### src/rtl/ffbc_pkg.sv
// Shared types, widths and codes for the flow forward/backward check unit.
// No dependencies; used by every module of the unit.
package ffbc_pkg;

	localparam int SEED_IDX_W    = 12;
	localparam int POS_W         = 12;
	localparam int FLOW_W        = 16;
	localparam int CAUSE_W       = 3;
	localparam int GRID_W        = 8;
	localparam int DIM_W         = 13;
	localparam int TGT_W         = 14;
	localparam int DIV_W         = 13;
	localparam int SQ_W          = 32;
	localparam int CFG_IDX_W     = 3;
	localparam int CFG_DATA_W    = 16;
	localparam int Q_DEPTH       = 4;
	localparam int MAX_SEEDS_DEF = 4096;

	localparam logic CMD_LOAD  = 1'b0;
	localparam logic CMD_CHECK = 1'b1;

	localparam logic [CAUSE_W-1:0] CAUSE_NONE     = 3'd0;
	localparam logic [CAUSE_W-1:0] CAUSE_FWD_BIG  = 3'd1;
	localparam logic [CAUSE_W-1:0] CAUSE_OFF_GRID = 3'd2;
	localparam logic [CAUSE_W-1:0] CAUSE_BWD_BIG  = 3'd3;
	localparam logic [CAUSE_W-1:0] CAUSE_MISMATCH = 3'd4;

	localparam logic [CFG_IDX_W-1:0] REG_GRID    = 3'd0;
	localparam logic [CFG_IDX_W-1:0] REG_SPR     = 3'd1;
	localparam logic [CFG_IDX_W-1:0] REG_SPC     = 3'd2;
	localparam logic [CFG_IDX_W-1:0] REG_WIDTH   = 3'd3;
	localparam logic [CFG_IDX_W-1:0] REG_HEIGHT  = 3'd4;
	localparam logic [CFG_IDX_W-1:0] REG_BORDER  = 3'd5;
	localparam logic [CFG_IDX_W-1:0] REG_MAXDISP = 3'd6;
	localparam logic [CFG_IDX_W-1:0] REG_THRESH  = 3'd7;

	typedef struct packed {
		logic [GRID_W-1:0] grid;
		logic [GRID_W-2:0] off;
		logic [DIM_W-1:0]  spr;
		logic [DIM_W-1:0]  spc;
		logic [DIM_W-1:0]  iw;
		logic [DIM_W-1:0]  ih;
		logic [GRID_W-1:0] bw;
		logic [SQ_W-1:0]   md2;
		logic [SQ_W-1:0]   th2;
	} cfg_t;

	typedef struct packed {
		logic                     cmd;
		logic [SEED_IDX_W-1:0]    load_index;
		logic signed [FLOW_W-1:0] u;
		logic signed [FLOW_W-1:0] v;
		logic                     fwd_bad;
		logic                     negx;
		logic                     negy;
	} front_item_t;

	typedef struct packed {
		logic                     cmd;
		logic [SEED_IDX_W-1:0]    load_index;
		logic signed [FLOW_W-1:0] u;
		logic signed [FLOW_W-1:0] v;
		logic                     fwd_bad;
		logic signed [TGT_W-1:0]  sx;
		logic signed [TGT_W-1:0]  sy;
	} q_item_t;

endpackage

### src/rtl/ffbc_div.sv
// Pipelined restoring divider, one quotient bit per stage.
// Depends on ffbc_pkg for widths.
module ffbc_div (
	input  logic                               clk,
	input  logic [ffbc_pkg::DIV_W-1:0]         num,
	input  logic [ffbc_pkg::GRID_W-1:0]        den,
	output logic [ffbc_pkg::DIV_W-1:0]         quo
);

	localparam int DW = ffbc_pkg::DIV_W;
	localparam int GW = ffbc_pkg::GRID_W;

	logic [DW-1:0] num_q [DW];
	logic [DW-1:0] quo_q [DW];
	logic [GW-1:0] rem_q [DW];

	for (genvar k = 0; k < DW; k++) begin : g_stage
		logic [GW-1:0] rem_in;
		logic [DW-1:0] num_in;
		logic [DW-1:0] quo_in;
		logic [GW:0]   trial;
		logic [GW:0]   diff;

		if (k == 0) begin : g_first
			assign rem_in = '0;
			assign num_in = num;
			assign quo_in = '0;
		end else begin : g_next
			assign rem_in = rem_q[k-1];
			assign num_in = num_q[k-1];
			assign quo_in = quo_q[k-1];
		end

		assign trial = {rem_in, num_in[DW-1-k]};
		assign diff  = trial - {1'b0, den};

		always_ff @(posedge clk) begin
			num_q[k] <= num_in;
			if (trial >= {1'b0, den}) begin
				rem_q[k] <= diff[GW-1:0];
				quo_q[k] <= quo_in | (DW'(1) << (DW-1-k));
			end else begin
				rem_q[k] <= trial[GW-1:0];
				quo_q[k] <= quo_in;
			end
		end
	end

	assign quo = quo_q[DW-1];

endmodule

### src/rtl/ffbc_front.sv
// Front end: accepts beats, tests forward magnitude, rounds targets, finds seed.
// Depends on ffbc_pkg and ffbc_div.
module ffbc_front (
	input  logic                                  clk,
	input  logic                                  arst_n,
	input  ffbc_pkg::cfg_t                        cfg,
	input  logic                                  in_valid,
	input  logic                                  cmd,
	input  logic [ffbc_pkg::SEED_IDX_W-1:0]       load_index,
	input  logic [ffbc_pkg::POS_W-1:0]            seed_x,
	input  logic [ffbc_pkg::POS_W-1:0]            seed_y,
	input  logic signed [ffbc_pkg::FLOW_W-1:0]    flow_u,
	input  logic signed [ffbc_pkg::FLOW_W-1:0]    flow_v,
	output logic                                  push,
	output ffbc_pkg::q_item_t                     push_item
);

	localparam int DW = ffbc_pkg::DIV_W;
	localparam int TW = ffbc_pkg::TGT_W;

	function automatic logic signed [ffbc_pkg::TGT_W-1:0] round_tgt(
		input logic [ffbc_pkg::POS_W-1:0]         pos,
		input logic signed [ffbc_pkg::FLOW_W-1:0] f
	);
		logic signed [17:0]                 s;
		logic signed [ffbc_pkg::TGT_W-1:0]  q;
		logic [3:0]                         r;
		s = $signed({2'b00, pos, 4'b0000}) + 18'(f);
		q = ffbc_pkg::TGT_W'(s >>> 4);
		r = s[3:0];
		if (r > 4'd8 || (r == 4'd8 && q[0])) begin
			q = q + 1'b1;
		end
		return q;
	endfunction

	logic                              valid_s1;
	logic                              cmd_s1;
	logic [ffbc_pkg::SEED_IDX_W-1:0]   sidx_s1;
	logic [ffbc_pkg::POS_W-1:0]        x_s1, y_s1;
	logic signed [ffbc_pkg::FLOW_W-1:0] u_s1, v_s1;

	logic                              valid_s2;
	logic                              cmd_s2;
	logic [ffbc_pkg::SEED_IDX_W-1:0]   sidx_s2;
	logic signed [ffbc_pkg::FLOW_W-1:0] u_s2, v_s2;
	logic [ffbc_pkg::SQ_W-1:0]         fsq_s2;
	logic signed [TW-1:0]              x2_s2, y2_s2;

	logic                              valid_s3;
	ffbc_pkg::front_item_t             item_s3;
	logic [DW-1:0]                     magx_s3, magy_s3;

	logic signed [2*ffbc_pkg::FLOW_W-1:0] usq, vsq;
	logic signed [TW:0]                nx, ny, offs;
	logic signed [TW:0]                ax, ay;

	logic                              valid_d [DW];
	ffbc_pkg::front_item_t             item_d  [DW];
	logic [DW-1:0]                     qx, qy;

	assign usq = u_s1 * u_s1;
	assign vsq = v_s1 * v_s1;

	assign offs = (TW+1)'($signed({1'b0, cfg.off}));
	assign nx   = (TW+1)'(x2_s2) - offs;
	assign ny   = (TW+1)'(y2_s2) - offs;
	assign ax   = nx[TW] ? -nx : nx;
	assign ay   = ny[TW] ? -ny : ny;

	always_ff @(posedge clk or negedge arst_n) begin
		if (!arst_n) begin
			valid_s1 <= 1'b0;
			valid_s2 <= 1'b0;
			valid_s3 <= 1'b0;
		end else begin
			valid_s1 <= in_valid;
			valid_s2 <= valid_s1;
			valid_s3 <= valid_s2;
		end
	end

	always_ff @(posedge clk) begin
		cmd_s1  <= cmd;
		sidx_s1 <= load_index;
		x_s1    <= seed_x;
		y_s1    <= seed_y;
		u_s1    <= flow_u;
		v_s1    <= flow_v;

		cmd_s2  <= cmd_s1;
		sidx_s2 <= sidx_s1;
		u_s2    <= u_s1;
		v_s2    <= v_s1;
		fsq_s2  <= ffbc_pkg::SQ_W'($unsigned(usq)) + ffbc_pkg::SQ_W'($unsigned(vsq));
		x2_s2   <= round_tgt(x_s1, u_s1);
		y2_s2   <= round_tgt(y_s1, v_s1);

		item_s3.cmd        <= cmd_s2;
		item_s3.load_index <= sidx_s2;
		item_s3.u          <= u_s2;
		item_s3.v          <= v_s2;
		item_s3.fwd_bad    <= fsq_s2 > cfg.md2;
		item_s3.negx       <= nx[TW];
		item_s3.negy       <= ny[TW];
		magx_s3            <= ax[DW-1:0];
		magy_s3            <= ay[DW-1:0];
	end

	ffbc_div u_div_x (.clk(clk), .num(magx_s3), .den(cfg.grid), .quo(qx));
	ffbc_div u_div_y (.clk(clk), .num(magy_s3), .den(cfg.grid), .quo(qy));

	always_ff @(posedge clk or negedge arst_n) begin
		if (!arst_n) begin
			for (int k = 0; k < DW; k++) begin
				valid_d[k] <= 1'b0;
			end
		end else begin
			valid_d[0] <= valid_s3;
			for (int k = 1; k < DW; k++) begin
				valid_d[k] <= valid_d[k-1];
			end
		end
	end

	always_ff @(posedge clk) begin
		item_d[0] <= item_s3;
		for (int k = 1; k < DW; k++) begin
			item_d[k] <= item_d[k-1];
		end
	end

	always_comb begin
		push_item.cmd        = item_d[DW-1].cmd;
		push_item.load_index = item_d[DW-1].load_index;
		push_item.u          = item_d[DW-1].u;
		push_item.v          = item_d[DW-1].v;
		push_item.fwd_bad    = item_d[DW-1].fwd_bad;
		push_item.sx         = item_d[DW-1].negx ? -$signed({1'b0, qx}) : $signed({1'b0, qx});
		push_item.sy         = item_d[DW-1].negy ? -$signed({1'b0, qy}) : $signed({1'b0, qy});
	end

	assign push = valid_d[DW-1];

endmodule

### config.mk
export PLATFORM = sky130hd
export DESIGN_NAME = ffbc_front
export DESIGN_NICKNAME = d
export VERILOG_FILES = /design/src/rtl/ffbc_pkg.sv /design/src/rtl/ffbc_div.sv /design/src/rtl/ffbc_front.sv
export SDC_FILE = /design/constraint.sdc
export NUM_CORES = 2
export LEC_CHECK = 0
export BUFFER_PORTS_ARGS = -buffer_cell sky130_fd_sc_hd__buf_4
export CAP_MARGIN = 20
export CORE_MARGIN = 2
export CORE_UTILIZATION = 43
export CTS_BUF_LIST = sky130_fd_sc_hd__clkbuf_8 sky130_fd_sc_hd__clkbuf_16
export DETAILED_ROUTE_END_ITERATION = 8
export SYNTH_ARGS = -nofsm -noshare
export SYNTH_HDL_FRONTEND = slang
export SYNTH_HIERARCHICAL = 1
export SYNTH_SLANG_ARGS = --single-unit
### constraint.sdc
create_clock -name clk -period 12.95 [get_ports clk]
set_input_delay 0 -clock clk [delete_from_list [all_inputs] [get_ports clk]]
set_output_delay 0 -clock clk [all_outputs]
set_load 0.05 [all_outputs]
Word level (Yosys, flattened, before mapping)
Memories as Yosys holds them, arrays and structs flattened.
Index checks and enable logic that the tools add are counted.
{ "word_totals": {"mem_count": 7, "output_inout_bits": 75, "latch_bits": 0, "romBits": 0, "in_bits": 211, "mem_bits_rw": 1508, "register_bits": 264, "word_cells": 307} }
{ "memory_table": {"columns": ["name", "depth", "word_bits", "rd", "rd_ports_with_merged_regs", "write_ports", "line", "source"], "rows": [
  ["item_d", 13, 48, 13, 0, 13, "ffbc_front.sv:59", "ffbc_pkg::front_item_t item_d [DW];"],
  ["u_div_x.num_q", 13, 13, 12, 0, 13, "ffbc_div.sv:13", "logic [DW-1:0] num_q [DW];"],
  ["u_div_x.quo_q", 13, 13, 13, 0, 13, "ffbc_div.sv:14", "logic [DW-1:0] quo_q [DW];"],
  ["u_div_y.num_q", 13, 13, 12, 0, 13, "ffbc_div.sv:13", null],
  ["u_div_y.quo_q", 13, 13, 13, 0, 13, "ffbc_div.sv:14", null],
  ["u_div_x.rem_q", 13, 8, 12, 0, 13, "ffbc_div.sv:15", "logic [GW-1:0] rem_q [DW];"],
  ["+1 memories", null, null, null, null, null, null, null]
]} }
{ "classes": {"n_mux": 136, "n_mul": 2, "n_reduce_logical": 4, "eq_ne": 2, "n_addsub": 37, "magnitude_cmp": 29, "shifts": 0, "n_div": 0, "bitwise": 52} }
{ "op_table": {"columns": ["cell", "count"], "rows": [
  ["$mux 13", 28],
  ["$ge 9x8->1", 24],
  ["$mux 8", 26],
  ["$sub 8x8->8", 24],
  ["$mux 1", 78],
  ["$mul 16x16->32", 2],
  ["$mux 14", 4],
  ["$or 1x1->1", 52],
  ["$add 17x16->18", 2],
  ["$add 32x32->32", 1],
  ["$gt 32x32->1", 1],
  ["$sub 14x8->15", 2],
  ["$add 14x1->14 const B", 2],
  ["$neg 13->14", 2],
  ["$neg 13->13", 2],
  ["$ge 1x8->1", 2],
  ["$sub 1x8->8", 2],
  ["$eq 4x4->1 const B", 2],
  ["$gt 4x4->1 const B", 2],
  ["$logic_and 1x1->1", 2],
  ["$logic_or 1x1->1", 2]
]} }

Longest topological paths before layout
{ "logic_depth": {"word_depth": 5, "mapped_depth": 27, "ltp_nobuf": 25} }

Modules after synthesis
Netlist, hierarchy kept.
{ "by_module_without_submodules": {"columns": ["module", "seq_area_each_um2", "n_inst", "area_per_inst_um2", "cells_each"], "rows": [
  ["ffbc_front", 17857.1, 1, 40123.5, 3363],
  ["ffbc_div at u_div_x", 5305.1, 1, 10540.1, 948],
  ["ffbc_div at u_div_y", 5305.1, 1, 10521.3, 944]
]} }

Least setup slack after synthesis
Ideal clock, no wire load.
{ "synth_path": {"path_kind": "flip-flop to flip-flop", "startpoint": "register v_s1[15] (netlist name)", "endpoint": "register fsq_s2[30] (netlist name)", "stages_incl_launch_ff": 26, "setup_slack_ns": 5.492, "setup_time_ns": 0.079, "arrival_ns": 7.379, "cell_sequence": "dfxtp_1 -> clkbuf_1 -> clkbuf_1 -> nand2_1 -> fa_1 -> inv_1 -> fa_1 -> inv_1 -> fa_1 -> inv_1 -> fa_1 -> fa_1 -> fa_1 -> fa_1 -> inv_1 -> fa_1 -> inv_1 -> ha_1 -> clkbuf_1 -> nand4_1 -> nor2_1 -> nand3b_1 -> a41oi_1 -> o41ai_2 -> or4b_1 -> o211ai_1"} }
{ "synth_between": {"elab_chain_len": 2} }
{ "synth_rtl": {"columns": ["item", "line", "source"], "rows": [
  ["start, declared", "ffbc_front.sv:41", "logic signed [ffbc_pkg::FLOW_W-1:0] u_s1, v_s1;"],
  ["start signal, assigned", "ffbc_front.sv:89", "v_s1 <= flow_v;"],
  ["$mul 16x16->32", "ffbc_front.sv:63", "assign vsq = v_s1 * v_s1;"],
  ["$add 32x32->32", "ffbc_front.sv:95", "fsq_s2 <= ffbc_pkg::SQ_W'($unsigned(usq)) + ffbc_pkg::SQ_W'($unsigned(vsq));"],
  ["end signal, assigned", "ffbc_front.sv:95", null],
  ["end, declared", "ffbc_front.sv:47", "logic [ffbc_pkg::SQ_W-1:0] fsq_s2;"]
]} }
Every way passes these cells.

Worst setup path in the final report
Same ends and word-level chain as after synthesis.

==> results.toml <==
[synth]
synth_common_cells = "dfxtp_1, inv_1, fa_1"
async_flop_share_pct = 1.13
ys_ff_latch = 1418
synth_warnings = 6
syn_nets = 6437
synthCells = 5255
synth_top_cell_by_area = "dfxtp_1"
synth_area_leaders = "dfxtp_1, fa_1, ha_1"
synth_flop_cell = "dfxtp_1"
synth_top_area_share_pct = 45.9
netlist_area_um2 = 61200
syn_avg_cell_area_um2 = 11.6
synth_edf_count = 0
synth.distinct_cells = 92
synth_most_common_cell = "dfxtp_1"
synth-seq-area-share_pct = 46.5

[layout]
seq_area_um2 = 28500
fillCellCount = 12500
area_growth_syn_to_layout_pct = 16.6
drive_gt1_share_pct = 10.9
multi_input_area_um2 = 29000
fin_nets = 6856

[job]
maxCapViolations = 0

[cts]
cts_buffers = 146
h-tree-depth = 4
cts_tree = "built"
cts_max_path_buffers = 3
cts_resized = 0
path_clk_slew_ps = 60
root_buffer = "clkbuf_16"
insertion_delay_ps = 770
cts_sinks = 1418

[die]
dieHeight_um = 381
dieArea_um2 = 145000
fp.dieW_um = 381
initial_core_util_pct = 43.3
rows = 138
core_um2 = 141000
io_pins = 286

[drt]
dr.pass1.iters = 5
drt-initial-drc-count = 1542
wl_per_cell_um = 15.4
postRouteAntennaNets = 0
drc = 0
via_per_inst = 4.68
wl_mm = 118
dr_total_vias = 36000

[place]
place.gp.congestion = 0.857
dp.final_hpwl_mm = 86.4
port_buffers = 193

[global_routing]
grt_max_degree = 37
grt_pass1_wl_mm = 194
gr-total-overflow = 0
grt_pass1_vias = 37800
grt_antenna_before_repair = 8
grt.total_usage_pct = 16.8

[critical_path]
worstPathArrival_ps = 9280
critPathCaptureType = "flop"
cp.required_ps = 13660
crit_path_start_kind = "flop"
critPathKind = "flop to flop"
crit_start = "v_s1[15]"
crit_fanout = 36
r2r_start = "v_s1[15]"

[timing]
slew_headroom_pct = 33.5
period_share_pct = 66.2
skew_ps = 50.1
finalMaxSlewViolations = 0
timing.fmax_mhz = 117
timing.final.hold_violations = 0
fin_crit_ps = 8580
worst_pin_slew_ps = 997
fin_setup_tns_ps = 0
setup_viol = 0
rsz0062_at_grt = "false"

[outcome]
status = "finished clean"

[worst_hold_path]
hold_class = "input port to flop"
min_from = "cfg[128]"
state kept, by name (all words and copies together) (netlist names), 16 cells and up:
name / flops
fsq_s2: 32
item_d: 624
item_s3: 48
u_div_x/num_q: 78
u_div_x/quo_q: 91
u_div_x/rem_q: 96
u_div_y/num_q: 78
u_div_y/quo_q: 91
u_div_y/rem_q: 96
u_s1: 16
u_s2: 16
v_s1: 16
v_s2: 16
cell usage in the layout, fill, tap and decap left out, types with 53 or more instances in the layout:
cell	instances
a21oi_1	168
nor2_1	149
fa_1	549
xor2_1	66
mux2_2	65
xnor2_1	158
nor2b_1	53
nand2_1	271
inv_1	848
o21ai_0	143
a21o_1	76
and2_1	109
dlygate4sd3_1	151
ha_1	422
clkbuf_16	148
dfxtp_1	1402
buf_4	227
cells by family after synthesis:
kind of cell    Yosys count  share of synthesized area [%]
compound gates          710                           8.12
xor+xnor                225                           3.23
fa+ha+maj               971                           26.6
buf+inv                 935                           6.06
flops                  1418                           46.5
mux                     118                           2.14
other cells               1                        0.00613
simple gates            877                           7.33
path summary, 6_finish.rpt:
kind                                endpoint  slack (ps)  cells past startpoint
min in group asynchronous               push         390                      3
max in group asynchronous         valid_d[7]       12100                      3
worst min register to register  item_d[0][7]         290                      0
worst max-delay path              fsq_s2[30]        4370                     23
worst max register to register    fsq_s2[30]        4370                     23
worst min-delay path              magy_s3[4]         100                      5
what timing repair did:
action                                 CTS  global route
setup endpoints to repair                0             0
hold buffers                           151             0
endpoints found under the hold margin  117             0
setup buffers                            0             0
per-stage QoR:
stage                     hold slack [ps]  cells  worst slack [ps]  util, %  area (um2)
final                                 104   7688              4370     50.4       71300
after global placement               -141   7265              4460     45.7       64700
after CTS                            49.6   7686              4410     50.4       71300
after floorplan                      -296   5255              5490        -       61200
after global routing                  120   7686              4010     50.4       71300
after detailed placement             -123   7265              4410     45.7       64700
routing by layer:
layer / part of all wire (%) / global-route usage, %
met5: 0.040 / 0
met4: 2.9 / 6.00
met3: 4.1 / 3.14
met2: 50 / 29.1
met1: 43 / 20.8
critical path: stages (launching register included):
cell and delay, ps:
dfxtp_1 320, buf_4 390, and2_1 770, fa_1 550, inv_1 90, fa_1 430, fa_1 490, inv_1 60
fa_1 480, fa_1 560, fa_1 440, fa_1 580, inv_1 70, fa_1 540, inv_1 60, ha_1 370
a21oi_1 170, o21ai_1 90, o211a_1 150, o31ai_1 450, a41oi_1 340, o41ai_2 510, or4b_1 490, o211ai_1 100
layout make-up:
class	count	share of cell area, %
diodes	2	0.00702
clock buffers	169	5.60
clock inverters	101	1.65
inverters	828	4.36
multi-input cells	2902	40.7
flip-flops and latches	1418	39.9
well taps	1890	3.31
repair buffers	378	4.51
Power is not shown: default switching activity piles up to over one toggle a cycle in this logic, so the estimate is an artifact.
