===== src/rtl/ffbc_pkg.sv =====
// Shared types, widths and codes for the flow forward/backward check unit.
// No dependencies; used by every module of the unit.
package ffbc_pkg;

	localparam int SEED_IDX_W    = 12;
	localparam int POS_W         = 12;
	localparam int FLOW_W        = 16;
	localparam int CAUSE_W       = 3;
	localparam int GRID_W        = 8;
	localparam int DIM_W         = 13;
	localparam int TGT_W         = 14;
	localparam int DIV_W         = 13;
	localparam int SQ_W          = 32;
	localparam int CFG_IDX_W     = 3;
	localparam int CFG_DATA_W    = 16;
	localparam int Q_DEPTH       = 4;
	localparam int MAX_SEEDS_DEF = 4096;

	localparam logic CMD_LOAD  = 1'b0;
	localparam logic CMD_CHECK = 1'b1;

	localparam logic [CAUSE_W-1:0] CAUSE_NONE     = 3'd0;
	localparam logic [CAUSE_W-1:0] CAUSE_FWD_BIG  = 3'd1;
	localparam logic [CAUSE_W-1:0] CAUSE_OFF_GRID = 3'd2;
	localparam logic [CAUSE_W-1:0] CAUSE_BWD_BIG  = 3'd3;
	localparam logic [CAUSE_W-1:0] CAUSE_MISMATCH = 3'd4;

	localparam logic [CFG_IDX_W-1:0] REG_GRID    = 3'd0;
	localparam logic [CFG_IDX_W-1:0] REG_SPR     = 3'd1;
	localparam logic [CFG_IDX_W-1:0] REG_SPC     = 3'd2;
	localparam logic [CFG_IDX_W-1:0] REG_WIDTH   = 3'd3;
	localparam logic [CFG_IDX_W-1:0] REG_HEIGHT  = 3'd4;
	localparam logic [CFG_IDX_W-1:0] REG_BORDER  = 3'd5;
	localparam logic [CFG_IDX_W-1:0] REG_MAXDISP = 3'd6;
	localparam logic [CFG_IDX_W-1:0] REG_THRESH  = 3'd7;

	typedef struct packed {
		logic [GRID_W-1:0] grid;
		logic [GRID_W-2:0] off;
		logic [DIM_W-1:0]  spr;
		logic [DIM_W-1:0]  spc;
		logic [DIM_W-1:0]  iw;
		logic [DIM_W-1:0]  ih;
		logic [GRID_W-1:0] bw;
		logic [SQ_W-1:0]   md2;
		logic [SQ_W-1:0]   th2;
	} cfg_t;

	typedef struct packed {
		logic                     cmd;
		logic [SEED_IDX_W-1:0]    load_index;
		logic signed [FLOW_W-1:0] u;
		logic signed [FLOW_W-1:0] v;
		logic                     fwd_bad;
		logic                     negx;
		logic                     negy;
	} front_item_t;

	typedef struct packed {
		logic                     cmd;
		logic [SEED_IDX_W-1:0]    load_index;
		logic signed [FLOW_W-1:0] u;
		logic signed [FLOW_W-1:0] v;
		logic                     fwd_bad;
		logic signed [TGT_W-1:0]  sx;
		logic signed [TGT_W-1:0]  sy;
	} q_item_t;

endpackage


===== src/rtl/ffbc_queue.sv =====
// Short FIFO between the front end and the back end.
// Depends on ffbc_pkg for the entry type.
module ffbc_queue #(
	parameter int DEPTH = ffbc_pkg::Q_DEPTH
) (
	input  logic              clk,
	input  logic              arst_n,
	input  logic              push,
	input  ffbc_pkg::q_item_t push_item,
	input  logic              pop,
	output ffbc_pkg::q_item_t pop_item,
	output logic              empty,
	output logic              full
);

	localparam int PW = (DEPTH > 1) ? $clog2(DEPTH) : 1;
	localparam int CW = $clog2(DEPTH + 1);

	ffbc_pkg::q_item_t entry_q [DEPTH];
	logic [PW-1:0]     wr_ptr_q, rd_ptr_q;
	logic [CW-1:0]     count_q;
	logic              do_push, do_pop;

	assign empty    = count_q == '0;
	assign full     = count_q == CW'(DEPTH);
	assign do_push  = push && !full;
	assign do_pop   = pop && !empty;
	assign pop_item = entry_q[rd_ptr_q];

	always_ff @(posedge clk or negedge arst_n) begin
		if (!arst_n) begin
			wr_ptr_q <= '0;
			rd_ptr_q <= '0;
			count_q  <= '0;
		end else begin
			if (do_push) begin
				wr_ptr_q <= (wr_ptr_q == PW'(DEPTH - 1)) ? '0 : wr_ptr_q + 1'b1;
			end
			if (do_pop) begin
				rd_ptr_q <= (rd_ptr_q == PW'(DEPTH - 1)) ? '0 : rd_ptr_q + 1'b1;
			end
			if (do_push && !do_pop) begin
				count_q <= count_q + 1'b1;
			end else if (do_pop && !do_push) begin
				count_q <= count_q - 1'b1;
			end
		end
	end

	always_ff @(posedge clk) begin
		if (do_push) begin
			entry_q[wr_ptr_q] <= push_item;
		end
	end

`ifndef SYNTHESIS
	a_no_overflow: assert property (@(posedge clk) disable iff (!arst_n)
		!(push && full && !pop))
		else $error("queue overflow");
	a_count_up: assert property (@(posedge clk) disable iff (!arst_n)
		(do_push && !do_pop) |=> count_q == $past(count_q) + 1'b1)
		else $error("queue count did not advance");
	a_count_down: assert property (@(posedge clk) disable iff (!arst_n)
		(do_pop && !do_push) |=> count_q == $past(count_q) - 1'b1)
		else $error("queue count did not drop");
`endif

endmodule


===== config.mk =====
export PLATFORM = sky130hd
export DESIGN_NAME = ffbc_queue
export DESIGN_NICKNAME = d
export VERILOG_FILES = /design/src/rtl/ffbc_pkg.sv /design/src/rtl/ffbc_queue.sv
export SDC_FILE = /design/constraint.sdc
export NUM_CORES = 1
export LEC_CHECK = 0
export BUFFER_PORTS_ARGS = -buffer_cell sky130_fd_sc_hd__buf_2
export CORE_MARGIN = 8
export CORE_UTILIZATION = 55
export CTS_CLUSTER_SIZE = 24
export DETAILED_ROUTE_END_ITERATION = 10
export PLACE_DENSITY = 0.81
export SLEW_MARGIN = 10
export SYNTH_ARGS = -nofsm -noshare
export SYNTH_HDL_FRONTEND = slang
export SYNTH_SLANG_ARGS = --single-unit

===== constraint.sdc =====
create_clock -name clk -period 6.2 [get_ports clk]
set_input_delay 0.93 -clock clk [delete_from_list [all_inputs] [get_ports clk]]
set_output_delay 0.93 -clock clk [all_outputs]
set_load 0.05 [all_outputs]

=== Word-level counts from Yosys, hierarchy flattened ===
Memory sizes are Yosys's and may differ from the RTL's.
Index checks and enable logic that the tools add are counted.

* Input port bits: 78
* Output and inout bits: 76
* RAM bits: 296
* Logic and storage cells: 27
* Register bits: 7
* Memories kept: 1

* Add/subtract/negate cells: 4
* Reductions and logical operators: 10
* Eq/ne operators: 3
* Multiplexer cells: 6

{| class="wikitable"
|+ Memory list
! memory !! depth !! width !! rd ports !! clocked after Yosys merged registers in !! wr ports !! RTL line !! text
|-
| entry_q || 4 || 74 || 1 || 0 || 1 || ffbc_queue.sv:19 || <nowiki>ffbc_pkg::q_item_t entry_q [DEPTH];</nowiki>
|}

{| class="wikitable"
|+ Operator list
! cell !! number
|-
| $mux W3 || 2
|-
| $add A2 B1 Y2 const B || 2
|-
| $eq A2 B2 Y1 const B || 2
|-
| $logic_and A1 B1 Y1 || 4
|-
| $logic_not A1 Y1 || 4
|-
| $mux W2 || 2
|-
| $add A3 B1 Y3 const B || 1
|-
| $eq A3 B3 Y1 const B || 1
|-
| $logic_not A3 Y1 || 1
|-
| $sub A3 B1 Y3 const B || 1
|-
| $mux W1 || 2
|-
| $reduce_bool A2 Y1 || 1
|}

=== Depth between registers and ports, before layout ===
Gate-level depths: netlist of run 1.

* Depth after elaboration: 7
* Mapped depth: 9
* Mapped depth without buffers: 8

=== Least setup slack after synthesis of run 1 ===
OpenSTA, ideal clock, no wires.

* Kind: input -> register
* From: in push
* To: mem entry_q[0][0] (netlist bit), enable pin
* Setup slack: 2823 ps
* Cell stages on the path: 3
* Arrival time: 2937 ps
* Buffers on the path: 1
* Library setup time: 440 ps
* Required time: 5760 ps
* Cells stage by stage: nor2b_1 > buf_2 > and2_1

* Word-level cells in the longest chain between the ends: 3

{| class="wikitable"
|+ Ends and longest elaborated chain
! element !! RTL line !! text
|-
| start: declaration || ffbc_queue.sv:8 || <nowiki>input logic push,</nowiki>
|-
| $logic_and A1 B1 Y1 || ffbc_queue.sv:26 || <nowiki>assign do_push = push && !full;</nowiki>
|-
| net do_push || ffbc_queue.sv:22 || <nowiki>logic do_push, do_pop;</nowiki>
|-
| $mux W1 || ffbc_queue.sv:51 || <nowiki>if (do_push) begin</nowiki>
|-
| $mux W1 (not written as such) || ffbc_queue.sv:52 || <nowiki>entry_q[wr_ptr_q] <= push_item;</nowiki>
|-
| end: declaration || ffbc_queue.sv:19 ||
|}

The timed path passes the listed nets, and every way through them passes these cells.

==> results of run 1 <==
==> final timing paths <==
check / start / cells after the start / to
hold reg to reg: count_q[2]$_DFFE_PN0P_ / 1 / count_q[2]$_DFFE_PN0P_
max in group asynchronous: arst_n / 1 / rd_ptr_q[1]$_DFFE_PN0P_
setup reg to reg: count_q[2]$_DFFE_PN0P_ / 4 / entry_q[2][16]$_DFFE_PP_
min in group clk: count_q[2]$_DFFE_PN0P_ / 1 / count_q[2]$_DFFE_PN0P_
setup / recovery: rd_ptr_q[0]$_DFFE_PN0P_ / 3 / pop_item[67]
hold / removal: arst_n / 1 / rd_ptr_q[0]$_DFFE_PN0P_
==> stage by stage <==
| step | hold WS, ns | total power, mW | cell area [um^2] |
|---|---|---|---|
| finish | 0.223 | 7.16 | 13000 |
| detailed placement | 0.534 | 5.67 | 12100 |
| floorplan | 0.493 | 5.11 | 11200 |
| global placement | 0.507 | 5.60 | 12100 |
| global route | 0.213 | 7.46 | 13000 |
| CTS | 0.209 | 7.26 | 13000 |
==> metal layers <==
metal / vias to the layer above / routed length [um] / share of wire (%) / track usage [%]
met5: - / 13 / 0.065 / 0
met1: 2564 / 7870 / 39 / 20.8
met3: 37 / 1550 / 7.7 / 3.61
li1: 2160 / - / - / -
met4: 2 / 351 / 1.8 / 4.22
met2: 168 / 10200 / 51 / 27.6
==> placed cells by master (no fill, tap or decap), types with 2 or more instances in the layout <==
cell type	Yosys	final
buf_4	3	3
clkinv_2	0	6
clkbuf_1	2	6
xor2_1	2	2
buf_2	7	153
edfxtp_1	296	296
clkbuf_16	0	31
mux2_2	2	2
dfrtp_1	7	5
clkinv_1	0	9
and2_4	0	4
nor3_1	2	2
dfrtp_4	0	2
mux2_1	2	2
inv_1	3	3
ha_1	6	6
nor2_1	2	2
mux4_2	74	74
==> report_power, final <==
| group | internal, mW | switching (mW) | total (mW) | leakage, nW |
|---|---|---|---|---|
| clock network | 0.903 | 0.681 | 1.58 | 0.431 |
| registers | 2.72 | 0.244 | 2.96 | 2.79 |
| logic | 0.797 | 1.82 | 2.61 | 1.21 |
==> final cells by class <==
class                      count  area, um^2
antenna                        1        2.50
clock buffer                  37         798
clock inverter                16        72.6
fill                        1312        7100
inverter                       3        11.3
multi-input combinational    100        1920
sequential                   303        9070
tap                          270         338
timing repair buffer         156         788
==> cells by family after synthesis <==
kind of cell	synth area share, %
XOR/XNOR	0.235
multiplexers	15.3
flip-flops	81.2
AND/OR/NAND/NOR	0.549
adder cells (fa/ha/maj)	0.852
buffers and inverters	1.68
AO/OA/AOI/OAI	0.179
==> registers in the layout, summed over array words and instances (netlist names) <==
register	cells
wr_ptr_q	2
rd_ptr_q	2
entry_q	296
count_q	3
==> flow_summary_export.csv, run 1 <==
group,metric,value,unit
logic_synthesis,synth-edff-count,296,
logic_synthesis,avgSynthCellArea,26.3,um^2
clock_tree,clkTransAtPathRegs,0.06,ns
routing,drc,0,
clock_tree,cts_tree,"done",
run_status,run_status,"finished clean",
logic_synthesis,ys_ff_latch,303,
floorplan,core_area,20100,um^2
floorplan,rows,52,
layout,area_delta_synth_final,16.5,%
place,io_buffers,153,
layout,fin_cells,886,
floorplan,ios,154,
critical_path,cpMaxStageDelayCell,"dfrtp_4",
routing,drtPass1Iterations,4,
timing,fin_setup_tns,0,ns
routing,ant_nets,0,
timing,fin_ws,2.58,ns
layout,postLayoutCoreUtil,64.7,%
floorplan,start_util,55.5,%
clock_tree,cts_repair_resize_count,0,
critical_path,start_kind,"register",
timing,skew,0.00881,ns
timing,slew_headroom,24.5,%
critical_path,cp_cell_sequence,"buf_4 -> mux4_2 -> buf_2",
clock_tree,insertion_delay,0.53,ns
timing,worst_slew_pin_slew,1.13,ns
place,dp_cells,832,
run,drv_cap,0,
clock_tree,clock_path_buffers,3,
routing,vias,4931,
logic_synthesis,synth_most_common_cell,"edfxtp_1",
logic_synthesis,synthArstFlopShare,2.31,%
timing,grt_setup_unrepaired,"no",
critical_path,slowest_delay,0.69,ns
timing,finalMaxSlewViolations,0,
clock_tree,htree_levels,1,
power,p_per_area,550,nW/um^2
clock_tree,hold_buffers,0,
timing,timing.final.crit_share,58.3,%
global_routing,first_global_vias,5379,
logic_synthesis,synth_common_cells,"296 x edfxtp_1, 74 x mux4_2, 7 x buf_2, 7 x dfrtp_1, 6 x ha_1",
logic_synthesis,synth_area_leaders,"edfxtp_1 80%, mux4_2 15%, dfrtp_1 1.6%",
layout,fin_nets,679,
critical_path,worstPathArrival,2.69,ns
routing,drt-initial-drc-count,283,
critical_path,cp.required,5.27,ns
floorplan,die_h,158,um
routing,vias_per_cell,5.57,
place,hpwlAfterDp,12100,um
clock_tree,cts_root_buffer,"clkbuf_16",
global_routing,grt_overflow,0,
critical_path,cp-end-kind,"output port",
logic_synthesis,synthFlopType,"edfxtp_1",
clock_tree,postCtsSetupBuffers,0,
global_routing,track_usage,16.2,%
timing,fin_crit,3.62,ns
logic_synthesis,syn_nets,509,
clock_tree,cts_sinks,303,
layout,drive_above_1_share,45.2,%
logic_synthesis,synth_area,11200,um^2
place,gp_congestion,0.692,
timing,finalHoldViolCount,0,
logic_synthesis,synth_top_cell_by_area,"edfxtp_1",
power,peakVddDrop,0.446,mV
critical_path,critical_path.top_delay_family,"buffers and inverters",
place,post-place-ws,3.05,ns
logic_synthesis,syn_inst,424,
critical_path,critPathBufInv,2,
logic_synthesis,yosys_warnings,0,
floorplan,die-area,25100,um^2
logic_synthesis,synth_top_area_share,79.6,%
global_routing,grt_pass1_wl,30600,um
logic_synthesis,ys_seq_area_share,81.2,%
critical_path,reg2reg_slack,3.51,ns
critical_path,cp_max_fo,30,
logic_synthesis,synth.distinct_cells,22,
timing,fmax,277,MHz
routing,wl_per_cell,22.6,um
timing,setup_viol,0,
routing,wl,20000,um
worst_hold_path,hp-class,"primary input to async pin",
critical_path,path_class,"register to output port",
floorplan,die_w,158,um
global_routing,antenna_found_initial,1,
clock_tree,cts_buffers,30,
power,leakagePower,4.43,nW
global_routing,grt_max_degree,77,
(Power assumes the default switching activity.)
==> inputs of run 2 (changes only) <==
--- a/config.mk
+++ b/config.mk
@@ -7,10 +7,10 @@
 export LEC_CHECK = 0
 export BUFFER_PORTS_ARGS = -buffer_cell sky130_fd_sc_hd__buf_2
 export CORE_MARGIN = 8
-export CORE_UTILIZATION = 55
+export CORE_UTILIZATION = 51
 export CTS_CLUSTER_SIZE = 24
 export DETAILED_ROUTE_END_ITERATION = 10
-export PLACE_DENSITY = 0.81
+export PLACE_DENSITY = 0.79
 export SLEW_MARGIN = 10
 export SYNTH_ARGS = -nofsm -noshare
 export SYNTH_HDL_FRONTEND = slang
==> constraint.sdc (replaced) <==
create_clock -name clk -period 3.1 [get_ports clk]
set_input_delay 0.465 -clock clk [delete_from_list [all_inputs] [get_ports clk]]
set_output_delay 0.465 -clock clk [all_outputs]
set_load 0.05 [all_outputs]
==> flow_summary_export.csv, run 2 (synthesis gave the netlist of run 1 again) <==
group,metric,value,unit
run_status,run_status,"finished clean",
critical_path,cpMaxStageDelayCell,"dfrtp_4",
floorplan,core_area,21700,um^2
layout,mostFrequentLayoutCell,"edfxtp_1",
clock_tree,insertion_delay,0.53,ns
routing,drt-initial-drc-count,239,
clock_tree,clkTransAtPathRegs,0.06,ns
floorplan,rows,54,
critical_path,critPathBufInv,2,
timing,worst_slew_pin_slew,0.807,ns
global_routing,grt.busiest_layer,"met2",
timing,fmax,346,MHz
power,p_per_area,1120,nW/um^2
global_routing,grt_util_met1,18.5,%
global_routing,first_global_vias,5476,
layout,max_flop_register,"entry_q",
routing,vias,4936,
critical_path,path_class,"register to output port",
critical_path,cp_max_fo,34,
clock_tree,htree_levels,1,
layout,fillers,1485,
critical_path,reg2reg_slack,0.78,ns
place,gp_congestion,0.718,
critical_path,cp_cell_sequence,"buf_12 -> mux4_2 -> buf_2",
global_routing,grt_overflow,0,
global_routing,gr-usage-met3,4.26,%
routing,drtPass1Iterations,4,
timing,fin_hold_ws,0.151,ns
layout,drive_above_1_share,46.5,%
routing,wl,20500,um
critical_path,critical_path.top_delay_family,"flip-flops",
global_routing,grt_max_degree,53,
routing,drc,0,
place,post-place-ws,0.697,ns
timing,setup_viol,0,
floorplan,die_w,164,um
routing,wl_per_cell,22.7,um
routing,ant_nets,0,
timing,skew,0.00878,ns
clock_tree,cts_tree,"done",
global_routing,track_usage,15.4,%
layout,postLayoutCoreUtil,61.2,%
run,drv_cap,0,
layout,final_area,13300,um^2
critical_path,start_kind,"register",
layout,fin_nets,687,
power,leakagePower,4.54,nW
timing,fin_setup_tns,0,ns
global_routing,gr-usage-met2,26.8,%
clock_tree,clock_path_buffers,3,
place,io_buffers,153,
layout,final_cell_mix,"296 x edfxtp_1, 153 x buf_2, 74 x mux4_2",
clock_tree,cts_buffers,29,
floorplan,start_util,51.5,%
layout,reg_top3,"entry_q x296, count_q x3",
timing,slew_headroom,46.2,%
layout,area_delta_synth_final,18.9,%
place,hpwlAfterDp,12800,um
global_routing,antenna_found_initial,4,
timing,grt_setup_unrepaired,"no",
floorplan,die_h,164,um
place,placed_area,12300,um^2
worst_hold_path,hp-class,"primary input to register",
timing,fin_ws,0.207,ns
global_routing,grt_pass1_wl,31500,um
routing,vias_per_cell,5.45,
timing,timing.final.crit_share,93.3,%
floorplan,die-area,26900,um^2
clock_tree,cts_sinks,303,
critical_path,worstPathArrival,2.43,ns
timing,finalMaxSlewViolations,0,
timing,fin_crit,2.89,ns
critical_path,cp-end-kind,"output port",
clock_tree,cts_root_buffer,"clkbuf_16",
clock_tree,postCtsSetupBuffers,0,
critical_path,slowest_delay,0.74,ns
layout,largest_register_ffs,296,
floorplan,ios,154,
timing,finalHoldViolCount,0,
critical_path,cp.required,2.63,ns
power,peakVddDrop,0.748,mV
==> run 2: cell types whose count changed in the layout (fill, tap and decap cells not counted), moves of 2 or more <==
cell	change
clkinv_2	-2
clkbuf_16	-2
clkinvlp_4	+3
bufinv_16	+5
buf_12	+7
clkbuf_1	-3
==> run 2: worst paths after layout <==
check / from / to / depth (start not counted)
worst max-delay path: rd_ptr_q[0]$_DFFE_PN0P_ / pop_item[54] / 3
worst min-delay path: push_item[67] / entry_q[0][67]$_DFFE_PP_ / 1
worst max register to register: count_q[2]$_DFFE_PN0P_ / count_q[2]$_DFFE_PN0P_ / 8
worst min register to register: count_q[2]$_DFFE_PN0P_ / count_q[2]$_DFFE_PN0P_ / 1
max in group asynchronous: arst_n / rd_ptr_q[0]$_DFFE_PN0P_ / 2
min in group asynchronous: arst_n / count_q[0]$_DFFE_PN0P_ / 2
==> run 2: metrics by stage <==
stage / instances / power (mW)
5_1_grt: 905 / 15.4
4_1_cts: 904 / 15.1
3_5_place_dp: 850 / 11.5
2_1_floorplan: 424 / 10.2
6_report: 905 / 14.8
3_3_place_gp: 850 / 11.4
==> run 2: metal layers <==
metal / share of wire (%) / up-vias
met5: 0.17 / -
met4: 2.4 / 6
met3: 6.9 / 38
met2: 51 / 141
met1: 39 / 2568
li1: - / 2183
==> run 2: worst register-to-register path: stages (launching register included) <==
cell     delay, ns
dfrtp_1       0.42
nor3b_2       0.18
nor2b_1       0.46
ha_1          0.29
inv_1         0.06
fa_1          0.38
xor2_1        0.17
nor2_1        0.13
xor2_1        0.16
==> run 2: power by group <==
group | switching, mW | internal, mW | total, mW
Clock | 1.41 | 2.12 | 3.54
Combinational | 3.74 | 1.71 | 5.45
Sequential | 0.437 | 5.41 | 5.85
Total | 5.58 | 9.25 | 14.8
==> run 2: timing repair <==
item	CTS	global route
gates resized for setup	0	0
hold buffers	1	0
endpoints found under the hold margin	7	0
endpoints found under the setup margin	0	0
==> run 2: area by class of cell <==
cell class	count	area [um^2]	share of cell area (%)
diodes	1	2.50	0.0189
clock buffers	32	737	5.55
clock inverters	21	231	1.74
inverters	3	11.3	0.0848
multi-input cells	100	1920	14.5
flip-flops and latches	303	9070	68.3
well taps	280	350	2.64
repair buffers	165	946	7.13
